File: config.mk
export PLATFORM = sky130hd
export DESIGN_NAME = priority_round_robin_task_scheduler_top
export DESIGN_NICKNAME = d
export VERILOG_FILES = /design/src/hw/rtl/prts_pkg.sv /design/src/hw/rtl/priority_round_robin_task_scheduler_top.sv /design/src/hw/rtl/prts_cell.sv /design/src/hw/rtl/prts_seq.sv
export SDC_FILE = /design/constraint.sdc
export NUM_CORES = 1
export LEC_CHECK = 0
export BUFFER_PORTS_ARGS = -buffer_cell sky130_fd_sc_hd__buf_4
export CORE_ASPECT_RATIO = 1.25
export CORE_UTILIZATION = 35
export CTS_CLUSTER_SIZE = 8
export DETAILED_ROUTE_END_ITERATION = 10
export PLACE_DENSITY = 0.56
export SLEW_MARGIN = 20
export SYNTH_ARGS = -nofsm -noshare
export SYNTH_HDL_FRONTEND = slang
export SYNTH_SLANG_ARGS = --single-unit
File: constraint.sdc
create_clock -name i_clk -period 8.9 [get_ports i_clk]
set_input_delay 0.89 -clock i_clk [delete_from_list [all_inputs] [get_ports i_clk]]
set_output_delay 0.89 -clock i_clk [all_outputs]
set_load 0.02 [all_outputs]
File: src/hw/rtl/prts_pkg.sv
package prts_pkg;

    localparam int MAX_TASKS = 16;
    localparam int PRIO_W    = 8;
    localparam int IDX_W     = (MAX_TASKS > 1) ? $clog2(MAX_TASKS) : 1;
    localparam int CNT_W     = $clog2(MAX_TASKS + 1);

    typedef logic [IDX_W-1:0]  t_idx;
    typedef logic [CNT_W-1:0]  t_cnt;
    typedef logic [PRIO_W-1:0] t_prio;

    localparam logic MODE_CREATE = 1'b0;
    localparam logic MODE_SCHED  = 1'b1;

    localparam logic ST_OK   = 1'b0;
    localparam logic ST_FULL = 1'b1;

    typedef enum logic [2:0] {
        S_IDLE,
        S_SCAN,
        S_PICK,
        S_ALIGN,
        S_FINISH
    } t_state;

    typedef enum logic [1:0] {
        CH_HOLD,
        CH_ROTATE,
        CH_INSERT
    } t_chain_op;

    typedef struct packed {
        t_idx  slot;
        t_prio prio;
    } t_entry;

    typedef struct packed {
        t_chain_op op;
        t_cnt      count;
        t_entry    new_entry;
    } t_chain_ctl;

    function automatic logic slot_ready(logic [15:0] mask, t_idx slot);
        logic r;
        r = 1'b0;
        for (int j = 0; j < 16; j++) begin
            if (int'(slot) == j) begin
                r = mask[j];
            end
        end
        return r;
    endfunction

endpackage

File: src/hw/rtl/priority_round_robin_task_scheduler_top.sv
// Priority round-robin task scheduler.
// Input channel: i_in_valid / o_in_stall with i_mode, i_new_priority and
// i_ready_mask; a transfer happens on an edge with i_in_valid high and
// o_in_stall low. Output channel: o_out_valid / i_out_stall with o_status
// and o_task_index; exactly one result per input transfer, in order.
// Tasks sit in a chain of cells kept in ring order with the current task
// in cell 0. A create inserts the new slot into cell 1. A schedule
// rotates the chain once through all N tasks in use, checking cell 0
// each cycle, then rotates on by the offset R of the chosen task so it
// lands in cell 0. One item is in work at a time; o_in_stall is high from
// the transfer until the result is loaded into the output register, and the
// next transfer can follow in the cycle after that.
// Reset (synchronous, active low) leaves only the idle task in slot 0 with
// priority 0 as the current task, and no result pending. While i_out_stall
// holds a result, the next result waits in the block and the input stays
// stalled once that item is finished.
module priority_round_robin_task_scheduler_top (
    input  logic        i_clk,
    input  logic        i_rst_n,
    input  logic        i_in_valid,
    output logic        o_in_stall,
    input  logic        i_mode,
    input  logic [7:0]  i_new_priority,
    input  logic [15:0] i_ready_mask,
    output logic        o_out_valid,
    input  logic        i_out_stall,
    output logic        o_status,
    output logic [3:0]  o_task_index
);

    prts_pkg::t_chain_ctl w_ctl;
    prts_pkg::t_entry     w_cell [prts_pkg::MAX_TASKS];

    prts_seq u_seq (
        .i_clk          (i_clk),
        .i_rst_n        (i_rst_n),
        .i_in_valid     (i_in_valid),
        .o_in_stall     (o_in_stall),
        .i_mode         (i_mode),
        .i_new_priority (i_new_priority),
        .i_ready_mask   (i_ready_mask),
        .o_out_valid    (o_out_valid),
        .i_out_stall    (i_out_stall),
        .o_status       (o_status),
        .o_task_index   (o_task_index),
        .i_head         (w_cell[0]),
        .o_ctl          (w_ctl)
    );

    for (genvar i = 0; i < prts_pkg::MAX_TASKS; i++) begin : g_cell
        prts_pkg::t_entry w_left;
        prts_pkg::t_entry w_right;

        if (i == 0) begin : g_first
            assign w_left = w_cell[i];
        end else begin : g_mid_l
            assign w_left = w_cell[i-1];
        end

        if (i == prts_pkg::MAX_TASKS - 1) begin : g_end
            assign w_right = w_cell[i];
        end else begin : g_mid_r
            assign w_right = w_cell[i+1];
        end

        prts_cell u_cell (
            .i_clk   (i_clk),
            .i_rst_n (i_rst_n),
            .i_pos   (prts_pkg::t_idx'(i)),
            .i_ctl   (w_ctl),
            .i_left  (w_left),
            .i_right (w_right),
            .i_head  (w_cell[0]),
            .o_entry (w_cell[i])
        );
    end

endmodule

File: src/hw/rtl/prts_cell.sv
module prts_cell (
    input  logic                i_clk,
    input  logic                i_rst_n,
    input  prts_pkg::t_idx      i_pos,
    input  prts_pkg::t_chain_ctl i_ctl,
    input  prts_pkg::t_entry    i_left,
    input  prts_pkg::t_entry    i_right,
    input  prts_pkg::t_entry    i_head,
    output prts_pkg::t_entry    o_entry
);

    prts_pkg::t_entry r_entry;
    prts_pkg::t_entry n_entry;
    logic             w_last;

    assign w_last = (prts_pkg::t_cnt'(i_pos) == (i_ctl.count - 1'b1));

    always_comb begin
        n_entry = r_entry;
        unique case (i_ctl.op)
            prts_pkg::CH_HOLD: begin
                n_entry = r_entry;
            end
            prts_pkg::CH_ROTATE: begin
                n_entry = w_last ? i_head : i_right;
            end
            prts_pkg::CH_INSERT: begin
                if (i_pos == prts_pkg::t_idx'(1)) begin
                    n_entry = i_ctl.new_entry;
                end else if (i_pos > prts_pkg::t_idx'(1)) begin
                    n_entry = i_left;
                end
            end
            default: begin
                n_entry = r_entry;
            end
        endcase
    end

    always_ff @(posedge i_clk) begin
        if (!i_rst_n) begin
            r_entry <= '0;
        end else begin
            r_entry <= n_entry;
        end
    end

    assign o_entry = r_entry;

endmodule

File: src/hw/rtl/prts_seq.sv
module prts_seq (
    input  logic                 i_clk,
    input  logic                 i_rst_n,
    input  logic                 i_in_valid,
    output logic                 o_in_stall,
    input  logic                 i_mode,
    input  logic [7:0]           i_new_priority,
    input  logic [15:0]          i_ready_mask,
    output logic                 o_out_valid,
    input  logic                 i_out_stall,
    output logic                 o_status,
    output logic [3:0]           o_task_index,
    input  prts_pkg::t_entry     i_head,
    output prts_pkg::t_chain_ctl o_ctl
);

    prts_pkg::t_state r_state;
    prts_pkg::t_state n_state;
    prts_pkg::t_cnt   r_count;
    prts_pkg::t_idx   r_step;
    logic [15:0]      r_mask;
    prts_pkg::t_prio  r_best_prio;
    prts_pkg::t_prio  r_cur_prio;
    prts_pkg::t_idx   r_best_off;
    prts_pkg::t_idx   r_eq_off;
    prts_pkg::t_idx   r_idle_off;
    logic             r_found;
    logic             r_eq_found;
    prts_pkg::t_idx   r_rot;
    logic             r_res_status;
    logic [3:0]       r_res_idx;
    logic             r_out_valid;
    logic             r_out_status;
    logic [3:0]       r_out_idx;

    logic             w_accept;
    logic             w_full;
    logic             w_out_free;
    logic             w_last_step;
    logic             w_rdy;
    prts_pkg::t_prio  w_cur_prio;
    prts_pkg::t_idx   w_pick;

    assign w_accept    = i_in_valid && (r_state == prts_pkg::S_IDLE);
    assign w_full      = (r_count == prts_pkg::t_cnt'(prts_pkg::MAX_TASKS));
    assign w_out_free  = !r_out_valid || !i_out_stall;
    assign w_last_step = (prts_pkg::t_cnt'(r_step) == (r_count - 1'b1));
    assign w_rdy       = prts_pkg::slot_ready(r_mask, i_head.slot);
    assign w_cur_prio  = (r_step == '0) ? i_head.prio : r_cur_prio;

    always_comb begin
        w_pick = r_found ? r_best_off : r_idle_off;
        if ((w_pick == '0) && r_eq_found) begin
            w_pick = r_eq_off;
        end
    end

    always_comb begin
        n_state = r_state;
        unique case (r_state)
            prts_pkg::S_IDLE: begin
                if (w_accept) begin
                    n_state = (i_mode == prts_pkg::MODE_CREATE) ?
                              prts_pkg::S_FINISH : prts_pkg::S_SCAN;
                end
            end
            prts_pkg::S_SCAN: begin
                if (w_last_step) begin
                    n_state = prts_pkg::S_PICK;
                end
            end
            prts_pkg::S_PICK: begin
                n_state = prts_pkg::S_ALIGN;
            end
            prts_pkg::S_ALIGN: begin
                if (r_rot == '0) begin
                    n_state = prts_pkg::S_FINISH;
                end
            end
            prts_pkg::S_FINISH: begin
                if (w_out_free) begin
                    n_state = prts_pkg::S_IDLE;
                end
            end
            default: begin
                n_state = prts_pkg::S_IDLE;
            end
        endcase
    end

    always_comb begin
        o_ctl.op             = prts_pkg::CH_HOLD;
        o_ctl.count          = r_count;
        o_ctl.new_entry.slot = prts_pkg::t_idx'(r_count);
        o_ctl.new_entry.prio = prts_pkg::t_prio'(i_new_priority);
        unique case (r_state)
            prts_pkg::S_IDLE: begin
                if (w_accept && (i_mode == prts_pkg::MODE_CREATE) && !w_full) begin
                    o_ctl.op = prts_pkg::CH_INSERT;
                end
            end
            prts_pkg::S_SCAN: begin
                o_ctl.op = prts_pkg::CH_ROTATE;
            end
            prts_pkg::S_ALIGN: begin
                if (r_rot != '0) begin
                    o_ctl.op = prts_pkg::CH_ROTATE;
                end
            end
            default: begin
                o_ctl.op = prts_pkg::CH_HOLD;
            end
        endcase
    end

    always_ff @(posedge i_clk) begin
        if (!i_rst_n) begin
            r_state     <= prts_pkg::S_IDLE;
            r_count     <= prts_pkg::t_cnt'(1);
            r_out_valid <= 1'b0;
        end else begin
            r_state <= n_state;
            if (w_accept && (i_mode == prts_pkg::MODE_CREATE) && !w_full) begin
                r_count <= r_count + 1'b1;
            end
            if ((r_state == prts_pkg::S_FINISH) && w_out_free) begin
                r_out_valid <= 1'b1;
            end else if (r_out_valid && !i_out_stall) begin
                r_out_valid <= 1'b0;
            end
        end
    end

    always_ff @(posedge i_clk) begin
        unique case (r_state)
            prts_pkg::S_IDLE: begin
                if (w_accept) begin
                    r_mask      <= i_ready_mask;
                    r_best_prio <= '0;
                    r_found     <= 1'b0;
                    r_eq_found  <= 1'b0;
                    r_step      <= '0;
                    r_best_off  <= '0;
                    r_eq_off    <= '0;
                    r_idle_off  <= '0;
                    r_res_status <= w_full ? prts_pkg::ST_FULL : prts_pkg::ST_OK;
                    r_res_idx    <= w_full ? 4'd0 : 4'(r_count);
                end
            end
            prts_pkg::S_SCAN: begin
                r_step <= r_step + 1'b1;
                if (r_step == '0) begin
                    r_cur_prio <= i_head.prio;
                end
                if (w_rdy && (i_head.prio > r_best_prio)) begin
                    r_best_prio <= i_head.prio;
                    r_best_off  <= r_step;
                    r_found     <= 1'b1;
                end
                if ((r_step != '0) && w_rdy && !r_eq_found && (i_head.prio == w_cur_prio)) begin
                    r_eq_found <= 1'b1;
                    r_eq_off   <= r_step;
                end
                if (i_head.slot == '0) begin
                    r_idle_off <= r_step;
                end
            end
            prts_pkg::S_PICK: begin
                r_rot <= w_pick;
            end
            prts_pkg::S_ALIGN: begin
                if (r_rot != '0) begin
                    r_rot <= r_rot - 1'b1;
                end else begin
                    r_res_status <= prts_pkg::ST_OK;
                    r_res_idx    <= 4'(i_head.slot);
                end
            end
            prts_pkg::S_FINISH: begin
                if (w_out_free) begin
                    r_out_status <= r_res_status;
                    r_out_idx    <= r_res_idx;
                end
            end
            default: begin
                r_rot <= r_rot;
            end
        endcase
    end

    assign o_in_stall   = (r_state != prts_pkg::S_IDLE);
    assign o_out_valid  = r_out_valid;
    assign o_status     = r_out_status;
    assign o_task_index = r_out_idx;

endmodule

==> run_summary.xml <==
<?xml version="1.0" encoding="UTF-8"?>
<metrics>
  <group name="outcome">
    <metric name="run_status" unit="">completed</metric>
  </group>
  <group name="power">
    <metric name="power.ir.vdd_worst" unit="uV">135</metric>
    <metric name="p_per_area" unit="nW/um2">228</metric>
    <metric name="power_leakage" unit="nW">5.79</metric>
  </group>
  <group name="detailed_routing">
    <metric name="route.antenna.remaining_nets" unit="">0</metric>
    <metric name="drt-total-wl" unit="um">31000</metric>
    <metric name="avgViaCountPerCell" unit="">5.57</metric>
    <metric name="detail_route.wl_per_cell" unit="um">18.6</metric>
    <metric name="highest-signal-layer" unit="">met4</metric>
    <metric name="dr.first_iter.drc_count" unit="">645</metric>
    <metric name="route.met3.wl" unit="um">934</metric>
    <metric name="wirelength_met1" unit="um">14500</metric>
    <metric name="detail_route.first_pass.iterations" unit="">5</metric>
    <metric name="wl_met2" unit="um">14900</metric>
    <metric name="dr_total_vias" unit="">9273</metric>
    <metric name="post-route-drc-count" unit="">0</metric>
  </group>
  <group name="placed_design">
    <metric name="hpwlAfterDp" unit="um">18900</metric>
    <metric name="gp_routability_congestion" unit="">0.766</metric>
    <metric name="port_buffer_count" unit="">35</metric>
  </group>
  <group name="layout">
    <metric name="drive_above_1_share" unit="%">11.1</metric>
    <metric name="ff_latch_area" unit="um2">5950</metric>
    <metric name="antenna_cells" unit="">0</metric>
    <metric name="number_of_nets_in_the_layout" unit="">1225</metric>
    <metric name="final.fill_count" unit="">3457</metric>
    <metric name="area_delta_synth_final" unit="%">11.9</metric>
    <metric name="area_of_combinational_cells_with_multiple_inputs" unit="um2">6160</metric>
  </group>
  <group name="critical_path">
    <metric name="critPathCaptureType" unit="">flop</metric>
    <metric name="critPathMaxStageDelay" unit="ps">930</metric>
    <metric name="worst_r2r_startpoint" unit="">u_seq.r_count[0]</metric>
    <metric name="crit_start" unit="">u_seq.r_count[0]</metric>
    <metric name="critical_path.most_common_cell" unit="">ha_1</metric>
    <metric name="critical-path-slowest-cell" unit="">buf_4</metric>
    <metric name="timing.critical_path.max_delay_family" unit="">simple AND/OR/NAND/NOR gates</metric>
    <metric name="worst_ep_required_time" unit="ps">9340</metric>
    <metric name="crit_path_max_fanout" unit="">100</metric>
    <metric name="worstSetupStartpointType" unit="">flop</metric>
    <metric name="cp_cell_sequence" unit="">inv_1 -&gt; ha_1 -&gt; and4bb_2 -&gt; nor3_4 -&gt; ha_1 -&gt; and2_4 -&gt; buf_4 -&gt; a22oi_1 -&gt; o21ai_1</metric>
    <metric name="critPathBufInv" unit="">2</metric>
    <metric name="setup.reg_to_reg.worst_slack" unit="ps">4400</metric>
    <metric name="timing_worst_setup_path_type" unit="">reg -&gt; reg</metric>
    <metric name="cp.arrival" unit="ps">4940</metric>
  </group>
  <group name="global_routing">
    <metric name="first_global_vias" unit="">9318</metric>
    <metric name="wire_length_of_the_first_global_routing_pass" unit="um">50400</metric>
    <metric name="antenna_found_initial" unit="">0</metric>
    <metric name="global_route.usage.total" unit="%">16.6</metric>
    <metric name="grt_max_degree" unit="">166</metric>
    <metric name="grt_overflow_total" unit="">0</metric>
  </group>
  <group name="logic_synthesis">
    <metric name="async_flop_share" unit="%">0</metric>
    <metric name="synthTopCellsByCount" unit="">201 x dfxtp_1, 198 x mux2i_1, 165 x a22oi_1, 121 x o21ai_1, 94 x clkbuf_1</metric>
    <metric name="synth.largest_area_cell" unit="">dfxtp_1</metric>
    <metric name="yosysSeqAreaShare" unit="%">46.7</metric>
    <metric name="synth_seq_cells" unit="">265</metric>
    <metric name="netlist_area" unit="um2">12700</metric>
    <metric name="synth.avg_cell_area" unit="um2">10.5</metric>
    <metric name="ys_dominant_reg_cell" unit="">dfxtp_1</metric>
    <metric name="synth_top_cell_area_share" unit="%">31.6</metric>
    <metric name="syn-instance-count" unit="">1209</metric>
    <metric name="postSynthNetCount" unit="">1258</metric>
    <metric name="post_synth_num_cell_types" unit="">68</metric>
    <metric name="yosys.cell_count.top_type" unit="">dfxtp_1</metric>
    <metric name="count_of_flip_flops_with_a_built_in_enable_after_synthesis" unit="">64</metric>
    <metric name="synthTopCellsByArea" unit="">dfxtp_1 32%, mux2i_1 16%, edfxtp_1 15%, a22oi_1 9.7%, o21ai_1 4.8%</metric>
    <metric name="ys_warn_count" unit="">0</metric>
  </group>
  <group name="die">
    <metric name="dieArea" unit="um2">37100</metric>
    <metric name="core" unit="um2">35600</metric>
    <metric name="chipHeight" unit="um">215</metric>
    <metric name="floorplan.io_pins" unit="">36</metric>
    <metric name="core.rowCount" unit="">77</metric>
    <metric name="initial_core_util" unit="%">35.8</metric>
    <metric name="chipWidth" unit="um">173</metric>
  </group>
  <group name="clocking">
    <metric name="root_buffer" unit="">clkbuf_16</metric>
    <metric name="tritoncts_buffers" unit="">39</metric>
    <metric name="post_cts_resized" unit="">0</metric>
    <metric name="ctsHoldBuffers" unit="">0</metric>
    <metric name="clk_pin_slew_worst_paths" unit="ps">50</metric>
    <metric name="cts_tree" unit="">done</metric>
    <metric name="cts.htree.levels" unit="">2</metric>
    <metric name="clock_latency" unit="ps">530</metric>
    <metric name="cts_num_sinks" unit="">265</metric>
    <metric name="cts.repair_timing.setup_buffer_count" unit="">0</metric>
    <metric name="cts-root-to-sink-buffers" unit="">3</metric>
  </group>
  <group name="job">
    <metric name="drv_cap" unit="">0</metric>
  </group>
  <group name="min_path">
    <metric name="min_path_type" unit="">reg -&gt; reg</metric>
    <metric name="hold_path.startpoint" unit="">u_seq.r_res_idx[1]</metric>
  </group>
  <group name="sta">
    <metric name="timing_hold_violations_final" unit="">0</metric>
    <metric name="ratio_of_final_minimum_period_to_clock_period" unit="%">50.5</metric>
    <metric name="slew_headroom" unit="%">26.5</metric>
    <metric name="rsz0062_at_grt" unit="">no</metric>
    <metric name="hold-worst-slack" unit="ps">414</metric>
    <metric name="fmaxAchievable" unit="MHz">222</metric>
    <metric name="setup_total_negative_slack" unit="ps">0</metric>
    <metric name="slew_viol_final" unit="">0</metric>
    <metric name="worst_slew_pin_slew" unit="ps">1100</metric>
    <metric name="period_minus_slack" unit="ps">4500</metric>
    <metric name="finalClockSkew" unit="ps">18.4</metric>
    <metric name="number_of_failing_setup_endpoints_in_the_final_timing_report" unit="">0</metric>
  </group>
</metrics>
[layout make-up]
class	count	area share [%]
tap	474	4.16
clock buffer	52	7.42
clock inverter	3	0.387
inverter	23	0.606
timing repair buffer	44	2.41
multi-input combinational	803	43.3
sequential	265	41.8
[per-layer routing]
metal / up-vias / GRT usage [%]
met5: - / 0
met4: 0 / 5.06
met3: 49 / 2.39
met2: 137 / 27.6
met1: 4614 / 22.1
li1: 4473 / -
[final timing paths]
kind / cells after the start / endpoint
worst max-delay path: 9 / g_cell[5].u_cell.o_entry[4]
worst min-delay path: 0 / u_seq.o_task_index[1]
worst min register to register: 0 / u_seq.o_task_index[1]
worst max register to register: 9 / g_cell[5].u_cell.o_entry[4]
[cells in the final DEF (no fill, tap or decap), types with 3 or more instances in the layout]
master     count
a21oi_1       10
o21a_1         3
o21ai_1      121
clkbuf_16     40
nand2_1       29
o211a_1       12
a22oi_1      165
clkbuf_1      11
mux2_2        10
edfxtp_1      64
nand3_2        7
dfxtp_1      200
buf_4         43
xnor2_1       15
ha_1          20
and3_1         3
nor3_1         7
nand4_1        8
o211ai_2       7
nand2b_1       4
nor2_1        17
nand3_1        5
nor2b_1       20
xor2_1         6
mux2i_1      198
o221ai_1       3
inv_1         23
o21ai_0       66
and2_1        13
[stage by stage]
| stage | util [%] | cell area, um2 | setup WS, ps | cells | total power, mW |
|---|---|---|---|---|---|
| after floorplan | - | 12700 | 5800 | 1209 | 1.77 |
| after detailed placement | 36.9 | 13100 | 4440 | 1609 | 1.89 |
| final | 40.1 | 14200 | 4400 | 1664 | 3.24 |
| after global routing | 40.1 | 14200 | 4090 | 1664 | 3.37 |
| after global placement | 36.9 | 13100 | 4490 | 1609 | 1.89 |
| after CTS | 40.1 | 14200 | 4450 | 1664 | 3.28 |
[flip-flops by register name, summed over array words and instances, names as in the netlist, 3 cells and up]
| signal | cells |
|---|---|
| g_cell.u_cell.o_entry | 192 |
| u_seq.o_task_index | 4 |
| u_seq.r_best_off | 4 |
| u_seq.r_best_prio | 8 |
| u_seq.r_count | 5 |
| u_seq.r_cur_prio | 8 |
| u_seq.r_eq_off | 4 |
| u_seq.r_idle_off | 4 |
| u_seq.r_mask | 16 |
| u_seq.r_res_idx | 4 |
| u_seq.r_rot | 4 |
| u_seq.r_state | 3 |
| u_seq.r_step | 4 |
[cell families (layout without fill, tap and decap cells)]
group | Yosys count | count (layout) | share of synthesized area [%]
buffers and inverters | 141 | 122 | 5.00
muxes | 209 | 209 | 16.6
and+or+nand+nor | 133 | 133 | 6.12
adders and majority gates | 20 | 20 | 1.97
AOI/OAI and AO/OA | 419 | 419 | 21.9
xor gates and xnor gates | 22 | 22 | 1.66
DFF | 265 | 265 | 46.7
[report_power, final]
| group | internal, mW | switching, mW | total [mW] |
|---|---|---|---|
| Combinational | 0.159 | 0.308 | 0.467 |
| Clock | 0.846 | 0.527 | 1.37 |
| Sequential | 1.34 | 0.0579 | 1.40 |
Note: power is estimated with default switching activity, not from simulation.
